File: src/sv/length_prefixed_frame_deframer_core_defines.svh
// Assertion macros for the length-prefixed frame deframer.
// Used by the top level; expects clk_i and rst_ni in the including scope.
`ifndef LENGTH_PREFIXED_FRAME_DEFRAMER_CORE_DEFINES_SVH
`define LENGTH_PREFIXED_FRAME_DEFRAMER_CORE_DEFINES_SVH

// Same-cycle implication, checked while reset is released.
`define LPFD_ASSERT_NOW(lbl, ante, cons, msg) \
  lbl: assert property (@(posedge clk_i) disable iff (!rst_ni) (ante) |-> (cons)) \
    else $error(msg);

// Next-cycle implication, checked while reset is released.
`define LPFD_ASSERT_NEXT(lbl, ante, cons, msg) \
  lbl: assert property (@(posedge clk_i) disable iff (!rst_ni) (ante) |=> (cons)) \
    else $error(msg);

`endif

File: src/sv/lpfd_pkg.sv
// Shared types and codes for the length-prefixed frame deframer.
// No dependencies; used by lpfd_scan and the top level.
`default_nettype none

package lpfd_pkg;

  localparam int unsigned KEY_LEN = 12;

  localparam logic [1:0] PH_HEADER  = 2'd0;
  localparam logic [1:0] PH_BODY    = 2'd1;
  localparam logic [1:0] PH_PAYLOAD = 2'd2;

  localparam logic [2:0] NS_KEY    = 3'd0;
  localparam logic [2:0] NS_COLON  = 3'd1;
  localparam logic [2:0] NS_SPACE  = 3'd2;
  localparam logic [2:0] NS_SIGN   = 3'd3;
  localparam logic [2:0] NS_DIGITS = 3'd4;
  localparam logic [2:0] NS_DONE   = 3'd5;

  localparam logic [1:0] PART_HEADER  = 2'd0;
  localparam logic [1:0] PART_BODY    = 2'd1;
  localparam logic [1:0] PART_PAYLOAD = 2'd2;
  localparam logic [1:0] PART_IGNORED = 2'd3;

  localparam logic [1:0] ST_OK           = 2'd0;
  localparam logic [1:0] ST_ZERO_LEN     = 2'd1;
  localparam logic [1:0] ST_BODY_LONG    = 2'd2;
  localparam logic [1:0] ST_PAYLOAD_LONG = 2'd3;

  localparam logic ACT_BYTE    = 1'b0;
  localparam logic ACT_RESTART = 1'b1;

  localparam logic       CFG_MAX_BODY    = 1'b0;
  localparam logic       CFG_MAX_PAYLOAD = 1'b1;
  localparam logic [23:0] MAX_BODY_RESET    = 24'd65536;
  localparam logic [31:0] MAX_PAYLOAD_RESET = 32'd52428800;

  localparam logic [7:0] CH_QUOTE = 8'h22;
  localparam logic [7:0] CH_COLON = 8'h3A;
  localparam logic [7:0] CH_PLUS  = 8'h2B;
  localparam logic [7:0] CH_MINUS = 8'h2D;
  localparam logic [7:0] CH_ZERO  = 8'h30;

  typedef struct packed {
    logic [2:0]  stage;
    logic [3:0]  key_pos;
    logic [31:0] value;
    logic        sat;
    logic        negative;
  } scan_state_t;

  localparam scan_state_t SCAN_INIT = '{
    stage: NS_KEY, key_pos: 4'd0, value: 32'd0, sat: 1'b0, negative: 1'b0
  };

  function automatic logic [7:0] key_char(input logic [3:0] pos);
    logic [7:0] c;
    case (pos)
      4'd0:    c = 8'h22;
      4'd1:    c = 8'h69;
      4'd2:    c = 8'h6D;
      4'd3:    c = 8'h61;
      4'd4:    c = 8'h67;
      4'd5:    c = 8'h65;
      4'd6:    c = 8'h5F;
      4'd7:    c = 8'h73;
      4'd8:    c = 8'h69;
      4'd9:    c = 8'h7A;
      4'd10:   c = 8'h65;
      4'd11:   c = 8'h22;
      default: c = 8'h00;
    endcase
    return c;
  endfunction

endpackage

`default_nettype wire

File: src/sv/length_prefixed_frame_deframer_core.sv
// Length-prefixed frame deframer, top level.
// Depends on lpfd_pkg, lpfd_scan and length_prefixed_frame_deframer_core_defines.svh.
//
// The input stream carries one byte per transaction in s_axis_tdata; s_axis_tuser set
// to one asks for a restart, which clears the frame state and any error hold.
// Each frame is a big-endian length of HEADER_BYTES bytes, a text body of that
// length and, when the body holds a nonzero value after the quoted size key, a binary
// payload.
// Every input transaction gives exactly one output transaction: the byte, its part
// and halt flag in m_axis_tuser, the status and extracted payload size in
// m_axis_tdata, and tlast on the byte that completes a frame.
// An accepted byte waits in the input register and is processed into the output register
// when that register is empty or its result is being taken. One byte per cycle is
// sustained while the receiver does not stall; the frame state update between the two
// registers sets that figure.
// When the receiver stalls, the output register holds its result and an empty input
// register still takes one more byte, after which s_axis_tready falls.
// Reset empties both registers, returns to the header phase and loads the limit
// registers with 65536 and 52428800. The configuration channel is always ready
// and must only be written while no transaction is in flight.
`default_nettype none
`include "length_prefixed_frame_deframer_core_defines.svh"

module length_prefixed_frame_deframer_core #(
  parameter int unsigned HEADER_BYTES = 4
) (
  input  wire logic        clk_i,
  input  wire logic        rst_ni,
  // Configuration write channel.
  input  wire logic        cfg_valid_i,
  output logic             cfg_ready_o,
  input  wire logic        cfg_index_i,
  input  wire logic [31:0] cfg_data_i,
  // Input stream.
  input  wire logic        s_axis_tvalid,
  output logic             s_axis_tready,
  input  wire logic [7:0]  s_axis_tdata,  // [7:0] data_byte
  input  wire logic        s_axis_tuser,  // [0] action
  // Output stream.
  output logic             m_axis_tvalid,
  input  wire logic        m_axis_tready,
  output logic [47:0]      m_axis_tdata,  // [7:0] byte_out, [9:8] status,
                                          // [41:10] payload_size, [47:42] zero
  output logic [2:0]       m_axis_tuser,  // [1:0] byte_part, [2] halted
  output logic             m_axis_tlast   // frame_end
);

  localparam int unsigned HIDX_W = (HEADER_BYTES < 2) ? 1 : $clog2(HEADER_BYTES + 1);
  localparam logic [HIDX_W-1:0] HDR_LAST = HIDX_W'(HEADER_BYTES);

  // Configuration registers.
  logic [23:0] max_body_q;
  logic [31:0] max_payload_q;

  assign cfg_ready_o = 1'b1;

  always_ff @(posedge clk_i or negedge rst_ni) begin
    if (!rst_ni) begin
      max_body_q    <= lpfd_pkg::MAX_BODY_RESET;
      max_payload_q <= lpfd_pkg::MAX_PAYLOAD_RESET;
    end else if (cfg_valid_i) begin
      if (cfg_index_i == lpfd_pkg::CFG_MAX_BODY) begin
        max_body_q <= cfg_data_i[23:0];
      end else begin
        max_payload_q <= cfg_data_i;
      end
    end
  end

  // Input register.
  logic       in_valid_q;
  logic       act_q;
  logic [7:0] byte_q;
  logic       out_valid_q;
  logic       advance;

  assign advance       = in_valid_q && (!out_valid_q || m_axis_tready);
  assign s_axis_tready = !in_valid_q || advance;

  always_ff @(posedge clk_i or negedge rst_ni) begin
    if (!rst_ni) begin
      in_valid_q <= 1'b0;
    end else if (s_axis_tready) begin
      in_valid_q <= s_axis_tvalid;
    end
  end

  always_ff @(posedge clk_i) begin
    if (s_axis_tready && s_axis_tvalid) begin
      act_q  <= s_axis_tuser;
      byte_q <= s_axis_tdata;
    end
  end

  // Frame state.
  logic [1:0]            phase_q, phase_d;
  logic [HIDX_W-1:0]     hidx_q, hidx_d, hidx_inc;
  logic [31:0]           body_q, body_d, body_shift;
  logic [31:0]           rem_q, rem_d, rem_dec;
  lpfd_pkg::scan_state_t scan_q, scan_d, scan_next;
  logic                  hold_q, hold_d;
  logic [31:0]           number;

  logic [7:0]  res_byte;
  logic [1:0]  res_part;
  logic        res_end;
  logic [1:0]  res_status;
  logic [31:0] res_size;

  lpfd_scan u_scan (
    .state_i  (scan_q),
    .byte_i   (byte_q),
    .state_o  (scan_next),
    .number_o (number)
  );

  assign hidx_inc   = hidx_q + HIDX_W'(1);
  assign body_shift = (body_q > 32'h00FF_FFFF) ? 32'hFFFF_FFFF : {body_q[23:0], byte_q};
  assign rem_dec    = (rem_q != 32'd0) ? (rem_q - 32'd1) : 32'd0;

  always_comb begin
    logic clear;
    clear      = 1'b0;
    phase_d    = phase_q;
    hidx_d     = hidx_q;
    body_d     = body_q;
    rem_d      = rem_q;
    scan_d     = scan_q;
    hold_d     = hold_q;
    res_byte   = byte_q;
    res_part   = lpfd_pkg::PART_IGNORED;
    res_end    = 1'b0;
    res_status = lpfd_pkg::ST_OK;
    res_size   = 32'd0;

    if (act_q == lpfd_pkg::ACT_RESTART) begin
      clear    = 1'b1;
      hold_d   = 1'b0;
      res_byte = 8'd0;
    end else if (!hold_q) begin
      case (phase_q)
        lpfd_pkg::PH_HEADER: begin
          res_part = lpfd_pkg::PART_HEADER;
          body_d   = body_shift;
          hidx_d   = hidx_inc;
          if (hidx_inc >= HDR_LAST) begin
            hidx_d = '0;
            if (body_shift == 32'd0) begin
              res_status = lpfd_pkg::ST_ZERO_LEN;
            end else if (body_shift > {8'd0, max_body_q}) begin
              res_status = lpfd_pkg::ST_BODY_LONG;
            end else begin
              rem_d   = body_shift;
              scan_d  = lpfd_pkg::SCAN_INIT;
              phase_d = lpfd_pkg::PH_BODY;
            end
          end
        end
        lpfd_pkg::PH_BODY: begin
          res_part = lpfd_pkg::PART_BODY;
          scan_d   = scan_next;
          rem_d    = rem_dec;
          if (rem_dec == 32'd0) begin
            res_size = number;
            if (number == 32'd0) begin
              res_end = 1'b1;
              clear   = 1'b1;
            end else if (number > max_payload_q) begin
              res_status = lpfd_pkg::ST_PAYLOAD_LONG;
            end else begin
              rem_d   = number;
              phase_d = lpfd_pkg::PH_PAYLOAD;
            end
          end
        end
        lpfd_pkg::PH_PAYLOAD: begin
          res_part = lpfd_pkg::PART_PAYLOAD;
          rem_d    = rem_dec;
          if (rem_dec == 32'd0) begin
            res_end = 1'b1;
            clear   = 1'b1;
          end
        end
        default: begin
          clear = 1'b1;
        end
      endcase
      if (res_status != lpfd_pkg::ST_OK) begin
        clear  = 1'b1;
        hold_d = 1'b1;
      end
    end

    if (clear) begin
      phase_d = lpfd_pkg::PH_HEADER;
      hidx_d  = '0;
      body_d  = 32'd0;
      rem_d   = 32'd0;
      scan_d  = lpfd_pkg::SCAN_INIT;
    end
  end

  always_ff @(posedge clk_i or negedge rst_ni) begin
    if (!rst_ni) begin
      phase_q <= lpfd_pkg::PH_HEADER;
      hidx_q  <= '0;
      body_q  <= 32'd0;
      rem_q   <= 32'd0;
      scan_q  <= lpfd_pkg::SCAN_INIT;
      hold_q  <= 1'b0;
    end else if (advance) begin
      phase_q <= phase_d;
      hidx_q  <= hidx_d;
      body_q  <= body_d;
      rem_q   <= rem_d;
      scan_q  <= scan_d;
      hold_q  <= hold_d;
    end
  end

  // Output register.
  always_ff @(posedge clk_i or negedge rst_ni) begin
    if (!rst_ni) begin
      out_valid_q <= 1'b0;
    end else if (advance) begin
      out_valid_q <= 1'b1;
    end else if (m_axis_tready) begin
      out_valid_q <= 1'b0;
    end
  end

  always_ff @(posedge clk_i) begin
    if (advance) begin
      m_axis_tdata <= {6'd0, res_size, res_status, res_byte};
      m_axis_tuser <= {hold_d, res_part};
      m_axis_tlast <= res_end;
    end
  end

  assign m_axis_tvalid = out_valid_q;

  `LPFD_ASSERT_NOW(a_status_halts,
    m_axis_tvalid && (m_axis_tdata[9:8] != lpfd_pkg::ST_OK), m_axis_tuser[2],
    "error status without halt flag")
  `LPFD_ASSERT_NOW(a_hold_in_header, hold_q,
    (phase_q == lpfd_pkg::PH_HEADER) && (hidx_q == '0) && (body_q == 32'd0),
    "error hold with frame state not cleared")
  `LPFD_ASSERT_NEXT(a_restart_clears, advance && (act_q == lpfd_pkg::ACT_RESTART),
    !hold_q && (phase_q == lpfd_pkg::PH_HEADER), "restart did not clear the frame state")
  `LPFD_ASSERT_NOW(a_end_in_frame, m_axis_tvalid && m_axis_tlast,
    (m_axis_tuser[1:0] == lpfd_pkg::PART_BODY) || (m_axis_tuser[1:0] == lpfd_pkg::PART_PAYLOAD),
    "frame end on a byte outside body or payload")

endmodule

`default_nettype wire

File: src/sv/lpfd_scan.sv
// Key search and decimal number parser for one body byte.
// Purely combinational; depends on lpfd_pkg.
`default_nettype none

module lpfd_scan (
  input  var lpfd_pkg::scan_state_t state_i,
  input  wire logic [7:0]           byte_i,
  output lpfd_pkg::scan_state_t     state_o,
  output logic [31:0]               number_o
);

  logic        is_space;
  logic        is_digit;
  logic [35:0] times_ten;
  logic [35:0] next_acc;
  logic [3:0]  digit;

  assign is_space = (byte_i == 8'h20) || (byte_i inside {[8'h09:8'h0D]});
  assign is_digit = byte_i inside {[8'h30:8'h39]};
  assign digit    = 4'(byte_i - lpfd_pkg::CH_ZERO);

  assign times_ten = {1'b0, state_i.value, 3'b000} + {3'b000, state_i.value, 1'b0};
  assign next_acc  = times_ten + {32'd0, digit};

  always_comb begin
    state_o = state_i;
    case (state_i.stage)
      lpfd_pkg::NS_KEY: begin
        if ((state_i.key_pos < 4'(lpfd_pkg::KEY_LEN)) &&
            (byte_i == lpfd_pkg::key_char(state_i.key_pos))) begin
          state_o.key_pos = state_i.key_pos + 4'd1;
        end else begin
          state_o.key_pos = (byte_i == lpfd_pkg::CH_QUOTE) ? 4'd1 : 4'd0;
        end
        if (state_o.key_pos >= 4'(lpfd_pkg::KEY_LEN)) begin
          state_o.stage = lpfd_pkg::NS_COLON;
        end
      end
      lpfd_pkg::NS_COLON: begin
        if (byte_i == lpfd_pkg::CH_COLON) begin
          state_o.stage = lpfd_pkg::NS_SPACE;
        end
      end
      lpfd_pkg::NS_SPACE: begin
        if (is_space) begin
          state_o.stage = lpfd_pkg::NS_SPACE;
        end else if ((byte_i == lpfd_pkg::CH_PLUS) || (byte_i == lpfd_pkg::CH_MINUS)) begin
          state_o.negative = (byte_i == lpfd_pkg::CH_MINUS);
          state_o.stage    = lpfd_pkg::NS_SIGN;
        end else if (is_digit) begin
          state_o.value = next_acc[31:0];
          state_o.sat   = |next_acc[35:32];
          state_o.stage = lpfd_pkg::NS_DIGITS;
        end else begin
          state_o.value = 32'd0;
          state_o.stage = lpfd_pkg::NS_DONE;
        end
      end
      lpfd_pkg::NS_SIGN: begin
        if (is_digit) begin
          state_o.value = next_acc[31:0];
          state_o.sat   = |next_acc[35:32];
          state_o.stage = lpfd_pkg::NS_DIGITS;
        end else begin
          state_o.value    = 32'd0;
          state_o.negative = 1'b0;
          state_o.stage    = lpfd_pkg::NS_DONE;
        end
      end
      lpfd_pkg::NS_DIGITS: begin
        if (is_digit) begin
          if (!state_i.sat) begin
            state_o.value = next_acc[31:0];
            state_o.sat   = |next_acc[35:32];
          end
        end else begin
          state_o.stage = lpfd_pkg::NS_DONE;
        end
      end
      default: begin
        state_o = state_i;
      end
    endcase
  end

  always_comb begin
    if ((state_o.stage != lpfd_pkg::NS_DIGITS) && (state_o.stage != lpfd_pkg::NS_DONE)) begin
      number_o = 32'd0;
    end else if (state_o.sat) begin
      number_o = 32'hFFFF_FFFF;
    end else if (state_o.negative) begin
      number_o = 32'd0 - state_o.value;
    end else begin
      number_o = state_o.value;
    end
  end

endmodule

`default_nettype wire

File: config.mk
export PLATFORM = sky130hd
export DESIGN_NAME = length_prefixed_frame_deframer_core
export DESIGN_NICKNAME = d
export VERILOG_FILES = /design/src/sv/lpfd_pkg.sv /design/src/sv/length_prefixed_frame_deframer_core.sv /design/src/sv/lpfd_scan.sv
export VERILOG_INCLUDE_DIRS = /design/src /design/src/sv
export SDC_FILE = /design/constraint.sdc
export NUM_CORES = 1
export LEC_CHECK = 0
export BUFFER_PORTS_ARGS = -buffer_cell sky130_fd_sc_hd__buf_2
export CORE_MARGIN = 4
export CORE_UTILIZATION = 55
export CTS_CLUSTER_DIAMETER = 150
export CTS_CLUSTER_SIZE = 30
export DETAILED_ROUTE_END_ITERATION = 12
export HOLD_SLACK_MARGIN = 0.03
export PLACE_DENSITY = 0.76
export SKIP_CTS_REPAIR_TIMING = 1
export SYNTH_ARGS = -nofsm -noshare
export SYNTH_HDL_FRONTEND = slang
export SYNTH_HIERARCHICAL = 1
export SYNTH_SLANG_ARGS = --single-unit
export TNS_END_PERCENT = 1
File: constraint.sdc
create_clock -name clk_i -period 6.9 [get_ports clk_i]
set_clock_uncertainty 0.15 [all_clocks]
set_input_delay 0.345 -clock clk_i [delete_from_list [all_inputs] [get_ports clk_i]]
set_output_delay 0.345 -clock clk_i [all_outputs]
set_load 0.005 [all_outputs]
* Yosys cells after proc, flatten, opt, wreduce, memory -nomap -nowiden
Memory sizes are Yosys's and may differ from the RTL's.
Index checks and enable logic that the tools add are counted.
** Cells by class
- $add $sub $neg :: 7
- Multipliers :: 0
- Divide/modulo/power cells :: 0
- Order comparisons :: 10
- Equal/unequal tests :: 23
- Shift-type cells :: 0
- Multiplexer cells :: 86
- Bitwise logic cells :: 3
- Reduce and logical (&&, ||, !) cells :: 33
** Operator list (count)
- 32-bit two-way mux :: 19
- 41-bit two-way mux :: 6
- 33-bit two-way mux :: 3
- 33-bit one-hot mux with 3 select lines :: 1
- 32-bit logical NOT :: 3
- 32-bit one-hot mux with 3 select lines :: 1
- 41-bit one-hot mux with 2 select lines :: 1
- 8-bit by 6-bit == test with 1-bit output (second input constant) :: 5
- 35-bit by 33-bit adder with 36-bit output :: 1
- 36-bit by 4-bit adder with 36-bit output :: 1
- 2-bit two-way mux :: 17
- 34-bit two-way mux :: 1
- 32-bit by 24-bit > comparator with 1-bit output :: 1
- 32-bit by 24-bit > comparator with 1-bit output (second input constant) :: 1
- 32-bit > comparator :: 1
- 32-bit nonzero test :: 1
- 1-bit by 32-bit subtractor with 32-bit output (first input constant) :: 1
- 32-bit by 1-bit subtractor with 32-bit output (second input constant) :: 1
- 3-bit two-way mux :: 10
- 3-bit inequality test (second input constant) :: 8
- 1-bit two-way mux :: 16
- 3-bit one-hot mux with 5 select lines :: 1
- 7-bit AND reduction :: 2
- 4-bit two-way mux :: 3
- 38 further kinds :: 57
** Word-level totals
- Flip-flop bits (word level) :: 224
- Latch bits :: 0
- Bits in writable memories :: 0
- ROM bits :: 112
- Bits of input ports :: 47
- Output and inout bits :: 55
- Word-level logic and storage cells :: 185
- Memories kept :: 1
** Memory list
- (no name shown) :: words 16, bits a word 7, rd ports 1, clocked after Yosys merged registers in 0, write ports 0, line lpfd_pkg.sv:58 : case (pos)

* Logic depth before layout (Yosys ltp)
Gate-level depths: netlist of the first run.
- Depth after elaboration :: 25
- Mapped depth :: 29
- Gate-level depth less buffers :: 26

* Modules after synthesis
The synthesis of the first run kept the hierarchy.
** By module, submodules not included
- length_prefixed_frame_deframer_core :: times used 1, cells an instance 1176, area an instance 11999.0 sq um, sequential area each 5885.6 sq um
- lpfd_scan :: times used 1, cells an instance 660, area an instance 4459.3 sq um, sequential area each 0.0 sq um

* Worst setup path after synthesis of the first run
No wires, ideal clock.
- Path kind :: reg-to-reg
- From :: register byte_q[3]
- To :: register rem_q[27]
- Setup time :: 0.121 ns
- Data arrival time :: 6.572 ns
- Slack :: 0.057 ns
- Cell stages (with the launch flop) :: 26
- Path buffers :: 1
- Period minus slack after synthesis :: 6.843 ns
- Path through :: edfxtp_1 inv_1 fa_1 inv_1 fa_1 a21oi_1 o211ai_1 nand4b_1 nand2_1 o21ai_0 nand3_1 a21oi_1 o31ai_1 a222oi_1 clkbuf_1 a21oi_1 ha_1 nand4_1 a2111o_1 a311oi_1 nor3_1 o21a_1 or3_4 a31o_4 a31o_1 a22o_1
** Between the ends
- Cells in the longest elaborated chain, start to end :: 23
- Elaborated cells on any way between the ends :: 81
- Classes of those cells :: 3 x add/sub; 7 x order compare; 13 x eq/ne; 46 x mux; 12 x reduce/logical
** RTL lines
- start, declared :: line length_prefixed_frame_deframer_core.sv:73 : logic [7:0] byte_q;
- start signal, assigned :: line length_prefixed_frame_deframer_core.sv:91 : byte_q <= s_axis_tdata;
- 4-bit by 1-bit subtractor with 4-bit output, or another cell as far along :: line lpfd_scan.sv:20 : assign digit = 4'(byte_i - lpfd_pkg::CH_ZERO);
- 36-bit by 4-bit adder with 36-bit output, or another cell as far along :: line lpfd_scan.sv:23 : assign next_acc = times_ten + {32'd0, digit};
- 32-bit two-way mux or 4-bit two-way mux (tied branches) :: line lpfd_scan.sv:50, lpfd_scan.sv:60, lpfd_scan.sv:29
- 33-bit two-way mux or 4-bit two-way mux (tied branches) :: line lpfd_scan.sv:47, lpfd_scan.sv:27
- 34-bit two-way mux or 4-bit >= comparator (tied branches) :: line lpfd_scan.sv:45, lpfd_scan.sv:35
- 33-bit one-hot mux with 3 select lines or 3-bit two-way mux (tied branches) :: line lpfd_scan.sv:27, lpfd_scan.sv:35
- 1-bit by 32-bit subtractor with 32-bit output or 3-bit one-hot mux with 5 select lines (tied branches) :: line lpfd_scan.sv:92, lpfd_scan.sv:27
- 32-bit two-way mux or 3-bit inequality test (tied branches) :: line lpfd_scan.sv:91, lpfd_scan.sv:87
- (+2 left out)
- net number[15] :: line length_prefixed_frame_deframer_core.sv:102 : logic [31:0] number;
- (+5 left out)
- 2-bit two-way mux :: line length_prefixed_frame_deframer_core.sv:140 : end else if (!hold_q) begin
- 2-bit two-way mux :: line length_prefixed_frame_deframer_core.sv:136 : if (act_q == lpfd_pkg::ACT_RESTART) begin
- 2-bit nonzero test :: line length_prefixed_frame_deframer_core.sv:188 : if (res_status != lpfd_pkg::ST_OK) begin
- 1-bit two-way mux :: line length_prefixed_frame_deframer_core.sv:188
- 1-bit two-way mux :: line length_prefixed_frame_deframer_core.sv:140
- 1-bit two-way mux :: line length_prefixed_frame_deframer_core.sv:136
- 3-bit inequality test (no line), or another cell as far along
- 7-bit AND reduction (no line)
- end signal, assigned :: line length_prefixed_frame_deframer_core.sv:215 : rem_q <= rem_d;
- end, declared :: line length_prefixed_frame_deframer_core.sv:99 : logic [31:0] rem_q, rem_d, rem_dec;
Mark *: on every way through the listed nets, which the timed path passes. The rest lies on a longest branch. The select of a mux whose other input is x is not followed.
A chain may end at the register's enable or synchronous reset.

==> metrics.md, run 1 <==
| Metric | Value |
|---|---|
| RSZ-0062 raised after global routing | true |
| WP data arrival | 7.29 ns |
| Worst-margin pin slew | 1.270 ns |
| Initial antenna violation count | 0 |
| Routability-driven placement congestion ratio | 1.069 |
| Sequential cell area fraction in the yosys report | 0.3576 |
| Crit Path Max Fanout | 7 |
| Post-synth top area share | 0.2509 |
| Fin cells | 2503 |
| Number of enable flip-flop cells after synthesis | 55 |
| First-pass GRT wire length | 83740 µm |
| Cell count after synthesis | 1836 |
| TritonCTS clock tree | yes |
| Vias in the first global route | 15150 |
| Syn_area_per_cell | 8.964 µm² |
| Initial cell density of the core | 0.5568 |
| Via Count | 16320 |
| Max-slew violation count | 0 |
| Core area | 0.02956 mm² |
| Reg-to-Reg Start | scan_q[4] |
| DR iter-0 viols | 1831 |
| Vias/cell | 6.520 |
| Relative max-transition margin | 0.1456 |
| Largest net degree at the start of global routing | 91 |
| Setup ws final | -0.1401 ns |
| Multiplexer area fraction after synthesis | 0.02752 |
| Num rows | 63 |
| Final global-route overflow total | 0 |
| Gr usage total | 0.3145 |
| Die W | 181.0 µm |
| XOR/XNOR share of the synthesized area | 0.03299 |
| Largest family of logic cells by synthesized area | compound AO/OA/AOI/OAI gates |
| Reg2Reg Depth | 27 |
| HP Class | primary input to asynchronous set/reset pin |
| Util after Layout | 0.6791 |
| Endpoints failing hold | 0 |
| Post-synth ARST share | 0.7545 |
| Top cells by area, synth | dfrtp_1 (25%), edfxtp_1 (10%), ha_1 (10%) |
| Outcome | finished with violations |
| Final antenna-violating net count | 0 |
| I/O Buffers | 94 |
| Syn. warnings | 6 |
| Unique masters post-synth | 109 |
| Hpwl dp | 40990 µm |
| CTS Buf Count | 11 |
| Root buffer cell | clkbuf_16 |
| Remaining DRCs | 0 |
| Crit path from | scan_q[4] |
| Fillers | 2365 |
| Die Height | 181.0 µm |
| LEAKAGE | 9.108 nW |
| Most area-hungry cell type in the Yosys netlist | dfrtp_1 |
| CP endpoint kind | flip-flop |
| Pwr Density | 228.4 mW/mm² |
| DRT Wirelength | 56690 µm |
| Ports | 102 |
| Ant. Diodes | 0 |
| DR pass1 iterations | 5 |
| CTS H-tree lvls | 1 |
| Share of post-route cells with drive strength above 1 | 0.2376 |
| Area grow syn2layout | 21.97% |
| Worst slack, placed | -0.3729 ns |
| Sink Count | 224 |
| Max Freq | 142.0 MHz |
| Worst R2R Setup Slack | -0.14 ns |
| Placed inst area | 0.01861 mm² |
| Worst Path Required | 7.15 ns |
| Final Setup Violations | 63 |
| Finished Cell Area | 0.02007 mm² |
| Failing checks | negative setup slack |
| Area of the die | 0.03276 mm² |
| FF+latch count, synth | 224 |
| Cell Area, Synth | 0.01646 mm² |
| Min Hold Slack | 0.3163 ns |
| Worst r2r dst | rem_q[27] |
| Max Cap Viol | 0 |
| WL/cell | 22.65 µm |
| Worst-path clk slew | 0.13 ns |
| Peak VDD IR | 0.2329 mV |
| Final min period | 7.040 ns |
| Top_reg_cell synth | dfrtp_1 |
| Crit start category | flip-flop |
| Clk_lat worst skew | 0.50 ns |
| CP endpoint | rem_q[27] |
| Placed cells | 2424 |
| Synth Area in Simple Gates | 0.1955 |
| Clock Tree Buf Depth | 3 |
| Synth Area in Compound Gates | 0.2264 |
| Nets@finish | 2289 |
| Tcrit/Tclk final | 1.020 |
| Synth Area in Adders | 0.1020 |
| Crit path kind | flip-flop to flip-flop |
-- layout by cell type, fill, tap and decap left out, drive strengths merged, types with 8 or more instances in the layout --
master         n
nor3b          8
dlygate4sd3   44
o22ai         10
a31oi         17
dfrtp        165
o31ai         16
o211ai        18
ha           131
xnor2         27
or2           16
nor2         128
nor2b         20
nand2b        11
xor2          35
a21o          19
or3           19
a31o           9
a211oi        19
o21ai        145
a221oi        19
a21oi        102
o2bb2ai       13
edfxtp        55
buf          310
inv          127
nor3          41
and3          10
nor4          43
clkbuf        18
nand2        166
nand4         40
mux2          34
a22o          57
or4           18
nand3         35
and2          44
-- kinds of logic after synthesis --
logic type / count (synthesis)
AND/OR/NAND/NOR: 615
buffers and inverters: 228
multiplexers: 41
flip-flops: 224
AO/OA/AOI/OAI: 531
other: 2
adder cells (fa/ha/maj): 133
XOR/XNOR: 62
-- per-layer routing --
metal  up-vias  share of wire  GRT usage
li1       7336              -          -
met1      7981           0.42     0.4577
met2       862           0.46     0.4972
met3       140          0.078    0.03805
met4         0          0.037    0.09276
met5         -              0          0
-- synthesized netlist by cell type, types with 19 or more instances --
master,number
o21ai_1,38
nor3_1,38
nor4_1,39
a22o_1,57
nand4_1,39
clkbuf_1,61
dfrtp_1,165
and2_1,42
xnor2_1,27
o21ai_0,107
ha_1,131
nand3_1,35
xor2_1,35
buf_2,19
edfxtp_1,55
mux2_2,34
nor2_1,127
a21oi_1,101
inv_1,126
nor2b_1,20
nand2_1,166
-- cell type report --
type / instances / area, µm² / share of cell area
multi-input combinational: 1390 / 10170 / 0.5068
sequential: 224 / 5886 / 0.2932
timing repair buffer: 356 / 2744 / 0.1367
tap: 390 / 488.0 / 0.02431
inverter: 126 / 473.0 / 0.02356
clock buffer: 16 / 294.0 / 0.01465
clock inverter: 1 / 16.27 / 0.0008103
-- state kept, by name, indices dropped and copies added (netlist names), 2 cells and up --
name           cells
scan_q            41
m_axis_tdata      42
byte_q             8
body_q            32
max_payload_q     32
hidx_q             3
phase_q            2
max_body_q        24
rem_q             32
m_axis_tuser       3
-- where the power goes --
part	internal (mW)	total, mW	switching [mW]
combinational	0.779	2.01	1.23
clock	0.309	0.766	0.458
sequential	1.58	1.81	0.229
total	2.66	4.58	1.92
-- worst min path at each step --
stage                          end  slack (ns)  depth (start not counted)        start
floorplan                body_q[0]       -0.10                          0       rst_ni
global placement     m_axis_tvalid        0.31                          1   in_valid_q
detailed placement      body_q[10]        0.32                          2   body_q[10]
CTS                     phase_q[0]       -0.18                          1       rst_ni
global route        max_body_q[20]        0.34                          5  cfg_index_i
finish                  phase_q[1]        0.32                          2       rst_ni
-- metrics by stage --
stage	TNS [ns]	total power [mW]
2_1_floorplan	0	3.005
3_3_place_gp	-9.975	3.576
3_5_place_dp	-31.25	3.624
4_1_cts	-29.78	4.377
5_1_grt	-21.01	4.833
6_report	-3.426	4.584
-- worst max-delay path: stages (launching register included) --
cell	delay, ns
dfrtp_1	0.38
inv_2	0.05
fa_1	0.54
inv_2	0.06
ha_4	0.28
a211oi_4	0.06
o211ai_1	0.46
nand2_2	0.22
and2_4	0.22
a221o_2	0.39
a2111oi_4	0.27
or4b_4	0.55
buf_4	0.17
o31ai_4	0.22
xnor2_1	0.15
a21oi_1	0.14
ha_1	0.33
nand3_2	0.11
nor3_4	0.21
nand2_2	0.09
a311oi_4	0.34
nor3_4	0.09
o21a_4	0.25
or3_4	0.37
buf_6	0.13
a31o_4	0.27
a31o_1	0.19
a22o_1	0.20
Note: power is estimated with default switching activity, not from simulation.
==> run 2, diff against run 1 <==
Settings changed: SETUP_SLACK_MARGIN set to 0.5.
==> run 2 against run 1 <==
Effect of this change:
- the flow still finishes with violations (negative setup slack)
- combinational power decreased by 7%
- first-iteration DRC count increased by 7.8%
- setup slack improved by 0.083 ns
- register-to-register slack improved by 0.08 ns
- largest cell class unchanged
==> metrics.md, run 2 (synthesized netlist as in run 1, its figures left out) <==
| Metric | Value |
|---|---|
| Nets@finish | 2230 (-2.6%) |
| Largest registers | m_axis_tdata x42, scan_q x41 |
| Hpwl dp | 39260 µm (-4.2%) |
| Core area | 0.02956 mm² (unchanged) |
| Reg2Reg Depth | 26 (-3.7%) |
| DR pass1 iterations | 6 (+1) |
| Crit-path slowest cell | or4b_4 |
| Root buffer cell | clkbuf_16 |
| Crit start category | flip-flop |
| Remaining DRCs | 0 (unchanged) |
| WL/cell | 21.89 µm (-3.3%) |
| First-pass GRT wire length | 81510 µm (-2.7%) |
| Ports | 102 (unchanged) |
| Final antenna-violating net count | 0 (unchanged) |
| HP Start | cfg_data_i[21] |
| Worst r2r dst | rem_q[27] |
| Initial antenna violation count | 1 (+1) |
| Endpoints failing hold | 0 (unchanged) |
| Tcrit/Tclk final | 1.008 (-0.01202) |
| Outcome | finished with violations |
| Sink Count | 224 (unchanged) |
| Num rows | 63 (unchanged) |
| Critical Path Max Stage Delay | 0.55 ns (about the same) |
| Worst R2R Setup Slack | -0.06 ns (+0.08 ns) |
| Vias/cell | 6.498 (-0.34%) |
| I/O Buffers | 94 (unchanged) |
| Peak VDD IR | 0.1799 mV (-23%) |
| Clock Tree Buf Depth | 3 (unchanged) |
| Initial cell density of the core | 0.5568 (unchanged) |
| Crit path buf inv count | 3 (-1) |
| Final min period | 6.957 ns (-0.08291 ns) |
| Reg-to-Reg Start | scan_q[7] |
| Hold Path End | max_body_q[21] |
| Final global-route overflow total | 0 (unchanged) |
| Crit Path Max Fanout | 8 (+1) |
| Reg area | 0.005886 mm² (unchanged) |
| CP endpoint kind | flip-flop |
| HP Class | primary input to flip-flop |
| Largest register FFs | 42 (unchanged) |
| DR iter-0 viols | 1974 (+7.8%) |
| CTS H-tree lvls | 1 (unchanged) |
| Routability-driven placement congestion ratio | 1.051 (-1.7%) |
| Relative max-transition margin | 0.2490 (+0.1034) |
| DRT Wirelength | 53510 µm (-5.6%) |
| Max Freq | 143.7 MHz (+1.2%) |
| Area of the die | 0.03276 mm² (unchanged) |
| Worst-path clk slew | 0.13 ns (about the same) |
| Max Cap Viol | 0 (unchanged) |
| Top reg by flops | m_axis_tdata |
| Ant. Diodes | 0 (unchanged) |
| Final Setup Violations | 4 (-94%) |
| Gr usage total | 0.3041 (-0.01040) |
| TritonCTS clock tree | yes |
| Crit path kind | flip-flop to flip-flop |
| Commonest non-fill, non-tap cell in the layout | dfrtp_1 |
| Failing checks | negative setup slack |
| Setup ws final | -0.05715 ns (+0.08291 ns) |
| Setup tns final | -0.07514 ns (+3.351 ns) |
| Worst-margin pin slew | 1.115 ns (-0.1552 ns) |
| Largest net degree at the start of global routing | 64 (-30%) |
| Delay-heaviest family, CP | compound AO/OA/AOI/OAI gates |
| Final Power | 4.416 mW (-3.7%) |
| Die Height | 181.0 µm (unchanged) |
| Area grow syn2layout | 18.36% |
| RSZ-0062 raised after global routing | true |
| Vias in the first global route | 14880 (-1.8%) |
| Die W | 181.0 µm (unchanged) |
| Worst Path Required | 7.15 ns (about the same) |
| LEAKAGE | 8.755 nW (-3.9%) |
| Max-slew violation count | 0 (unchanged) |
| WP data arrival | 7.20 ns (-0.09 ns) |
| Fillers | 2394 (+1.2%) |
| Hold Path Cell Cnt | 3 |
| CTS Buf Count | 11 (unchanged) |
| Via Count | 15880 (-2.7%) |
| Area of the multi-input gates | 0.01010 mm² (-0.74%) |
| Pwr Density | 226.7 mW/mm² (-0.73%) |
| Share of post-route cells with drive strength above 1 | 0.2093 (-0.02823) |
| Clk_lat worst skew | 0.51 ns (about the same) |
| Most frequent cells in the layout | dfrtp_1 (165), nand2_1 (163), buf_4 (149) |
## run 2: changes by cell type in the layout (fill, tap and decap cells not counted), moves of 4 or more
cell,before,now
o21ai_1,35,48
o2bb2ai_2,4,0
buf_4,198,149
o21ai_2,15,1
buf_6,9,4
o2bb2ai_1,9,13
## run 2: layer usage
| metal | vias up | routed length [µm] | GRT usage |
|---|---|---|---|
| met4 | 2 | 2206 | 0.1111 |
| li1 | 7222 | - | - |
| met5 | - | 13 | 0 |
| met3 | 139 | 4501 | 0.05355 |
| met2 | 815 | 24340 | 0.4693 |
| met1 | 7702 | 22440 | 0.4326 |
## run 2: worst max path at each step
stage / to / cells after the start / startpoint / slack [ns]
finish: rem_q[27] / 26 / scan_q[7] / -0.06
CTS: rem_q[14] / 29 / scan_q[2] / -0.08
global route: rem_q[27] / 31 / byte_q[3] / -0.35
global placement: rem_q[10] / 27 / scan_q[2] / 0.07
detailed placement: rem_q[10] / 25 / scan_q[2] / -0.04
floorplan: rem_q[11] / 27 / byte_q[3] / 0.48
## run 2: metrics by stage
step / hold slack [ns] / worst slack (ns) / cell area, µm² / instances / utilization
finish: 0.02164 / -0.05715 / 19480 / 2444 / 0.6590
global placement: 0.2539 / 0.06879 / 18210 / 2365 / 0.6161
floorplan: -0.1006 / 0.4829 / 16560 / 1841 / -
CTS: -0.2780 / -0.08235 / 18520 / 2382 / 0.6266
detailed placement: 0.2602 / -0.03533 / 18210 / 2365 / 0.6161
global route: 0.03680 / -0.3531 / 19480 / 2444 / 0.6590
## run 2: worst reg2reg max path, delay by kind of cell, from the launching register on
| kind | cells | cell delay, ns |
|---|---|---|
| AO/OA/AOI/OAI | 12 | 2.94 |
| AND/OR/NAND/NOR | 7 | 1.59 |
| adder cells (fa/ha/maj) | 3 | 1.05 |
| buffers and inverters | 3 | 0.54 |
| flip-flops | 1 | 0.44 |
| XOR/XNOR | 1 | 0.17 |
## run 2: area by class of cell
| cell class | count | area share |
|---|---|---|
| Multi-Input combinational cell | 1389 | 0.5184 |
| Sequential cell | 224 | 0.3021 |
| Timing Repair Buffer | 298 | 0.1142 |
| Tap cell | 390 | 0.02505 |
| Inverter | 126 | 0.02428 |
| Clock buffer | 16 | 0.01509 |
| Clock inverter | 1 | 0.0008350 |
## run 2: where the power goes
part	switching, mW	internal [mW]	total, mW
sequential	0.222	1.58	1.80
clock	0.449	0.308	0.757
combinational	1.17	0.694	1.86
==> run 3, diff against run 2 <==
Settings changed: SETUP_SLACK_MARGIN 0.5 to 0.4.
==> run 3 against run 2 <==
Effect of this change:
- the run still ends with negative setup slack left
- largest cell class unchanged
- register-to-register slack worse by 0.11 ns
- sequential power is essentially flat
- via count rose by 1.3%
==> metrics.md, run 3 (synthesized netlist as in run 1, its figures left out) <==
| Metric | Value |
|---|---|
| Outcome | finished with violations |
| Failing checks | negative setup slack |
| Max-slew violation count | 0 (unchanged) |
| Fin cells | 2464 (+0.82%) |
| Endpoints failing hold | 0 (unchanged) |
| Util after Layout | 0.6704 (+0.01139) |
| Ant. Diodes | 0 (unchanged) |
| Area grow syn2layout | 20.40% |
| Sink Count | 224 (unchanged) |
| Initial cell density of the core | 0.5568 (unchanged) |
| Peak VDD IR | 0.2299 mV (+28%) |
| Final Power | 4.603 mW (+4.2%) |
| TritonCTS clock tree | yes |
| Max Freq | 141.6 MHz (-1.5%) |
| CTS Buf Count | 11 (unchanged) |
| Critical Path Max Stage Delay | 0.51 ns (-0.04 ns) |
| Relative max-transition margin | 0.2617 (+0.01267) |
| Switching Fraction | 0.4186 (+0.002798) |
| LEAKAGE | 8.892 nW (+1.6%) |
| Via Count | 16090 (+1.3%) |
| Logic pwr share | 0.441 (+0.020) |
| Commonest non-fill, non-tap cell in the layout | dfrtp_1 |
| Final min period | 7.062 ns (+0.1052 ns) |
| I/O Buffers | 94 (unchanged) |
| Share of post-route cells with drive strength above 1 | 0.2257 (+0.01630) |
| First-pass GRT wire length | 81990 µm (+0.59%) |
| Placed cells | 2382 (+0.72%) |
| Worst-margin pin slew | 1.096 ns (-0.01880 ns) |
| Nets@finish | 2250 (+0.90%) |
| DR pass1 iterations | 7 (+1) |
| Crit start category | flip-flop |
| NetSw | 1.927 mW (+4.9%) |
| Final global-route overflow total | 0 (unchanged) |
| Crit-path slowest cell | a2111o_1 |
| Remaining DRCs | 0 (unchanged) |
| Final Setup Violations | 72 (+68) |
| Hpwl dp | 40100 µm (+2.1%) |
| Gr usage total | 0.3067 (+0.002550) |
| Routability-driven placement congestion ratio | 0.9783 (-6.9%) |
| Seq pwr share | 0.393 (-0.014) |
| DRT Wirelength | 55850 µm (+4.4%) |
| Area of the die | 0.03276 mm² (unchanged) |
| Final antenna-violating net count | 0 (unchanged) |
| CP endpoint kind | flip-flop |
| Top reg by flops | m_axis_tdata |
| Clock Tree Buf Depth | 3 (unchanged) |
| DR iter-0 viols | 1838 (-6.9%) |
| Max Cap Viol | 0 (unchanged) |
| Largest register FFs | 42 (unchanged) |
| Crit Path Max Fanout | 15 (+7) |
| RSZ-0062 raised after global routing | true |
| HP Class | primary input to flip-flop |
| Crit path kind | flip-flop to flip-flop |
| Tcrit/Tclk final | 1.024 (+0.01525) |
| Most frequent cells in the layout | dfrtp_1 (165), nand2_1 (161), buf_4 (161) |
| Worst-path clk slew | 0.13 ns (about the same) |
| Largest registers | m_axis_tdata x42, scan_q x41 |
| Vias in the first global route | 14920 (+0.24%) |
| Clock power frac | 0.166 (-0.005) |
| Num rows | 63 (unchanged) |
| Initial antenna violation count | 0 (-1) |
| CTS H-tree lvls | 1 (unchanged) |
| Worst slack, placed | -0.1161 ns (-0.08081 ns) |
| Ports | 102 (unchanged) |
| Die Height | 181.0 µm (unchanged) |
| Most used cell, CP | buf_4 |
| Pwr Density | 232.3 mW/mm² (+2.4%) |
| Vias/cell | 6.530 (+0.51%) |
| WL/cell | 22.67 µm (+3.5%) |
| Largest net degree at the start of global routing | 104 (+63%) |
| Setup ws final | -0.1624 ns (-0.1052 ns) |
| WP data arrival | 7.36 ns (+0.16 ns) |
| Die W | 181.0 µm (unchanged) |
| Worst Path Required | 7.19 ns (+0.04 ns) |
| Pint | 2.676 mW (+3.7%) |
| Root buffer cell | clkbuf_16 |
| Clk_lat worst skew | 0.51 ns (about the same) |
| Core area | 0.02956 mm² (unchanged) |
==> run 3: path summary, 6_finish.rpt <==
kind	startpoint	endpoint	slack (ns)	depth (start not counted)
setup / recovery	scan_q[9]	rem_q[7]	-0.16	29
hold / removal	cfg_data_i[19]	max_body_q[19]	0.03	3
setup reg to reg	scan_q[9]	rem_q[7]	-0.16	29
hold reg to reg	body_q[27]	body_q[27]	0.35	2
max in group asynchronous	rst_ni	scan_q[40]	4.68	3
min in group asynchronous	rst_ni	rem_q[22]	0.39	2
==> run 3: per-layer routing <==
layer | up-vias | global-route usage | part of all wire | routed length (µm)
li1 | 7249 | - | - | -
met1 | 7849 | 0.4354 | 0.41 | 22920
met2 | 835 | 0.4898 | 0.46 | 25880
met3 | 158 | 0.05194 | 0.087 | 4880
met4 | 0 | 0.08346 | 0.039 | 2179
met5 | - | 0 | 0 | 0
==> run 3: area by class of cell <==
class,instances,area (µm²)
clock buffer,16,294.0
clock inverter,1,16.27
fill,2350,9743
sequential,224,5886
timing repair buffer,318,2469
inverter,126,473.0
tap,390,488.0
multi-input combinational,1389,10190
==> run 3: metrics by stage <==
stage / instance area (µm²) / hold WS [ns] / TNS [ns]
after floorplan: 16520 / -0.1006 / 0
after global placement: 18300 / 0.3105 / -0.1172
after detailed placement: 18300 / 0.3310 / -1.801
after CTS: 18610 / -0.1307 / -7.352
after global routing: 19820 / 0.03491 / -29.23
final: 19820 / 0.03005 / -5.966
==> run 3: power by group through the flow <==
stage	combinational (mW)	sequential [mW]	clock, mW
3_3_place_gp	1.78	1.81	0
6_report	2.03	1.81	0.763
3_5_place_dp	1.82	1.82	0
5_1_grt	2.19	1.84	0.803
4_1_cts	1.83	1.79	0.761
2_1_floorplan	1.28	1.72	0
==> run 3: critical path, delay by kind of cell, from the launching register on <==
kind	cells	cell delay (ns)
fa+ha+maj	3	0.92
flops	1	0.44
buf+inv	8	1.33
simple gates	4	0.70
compound gates	14	3.46
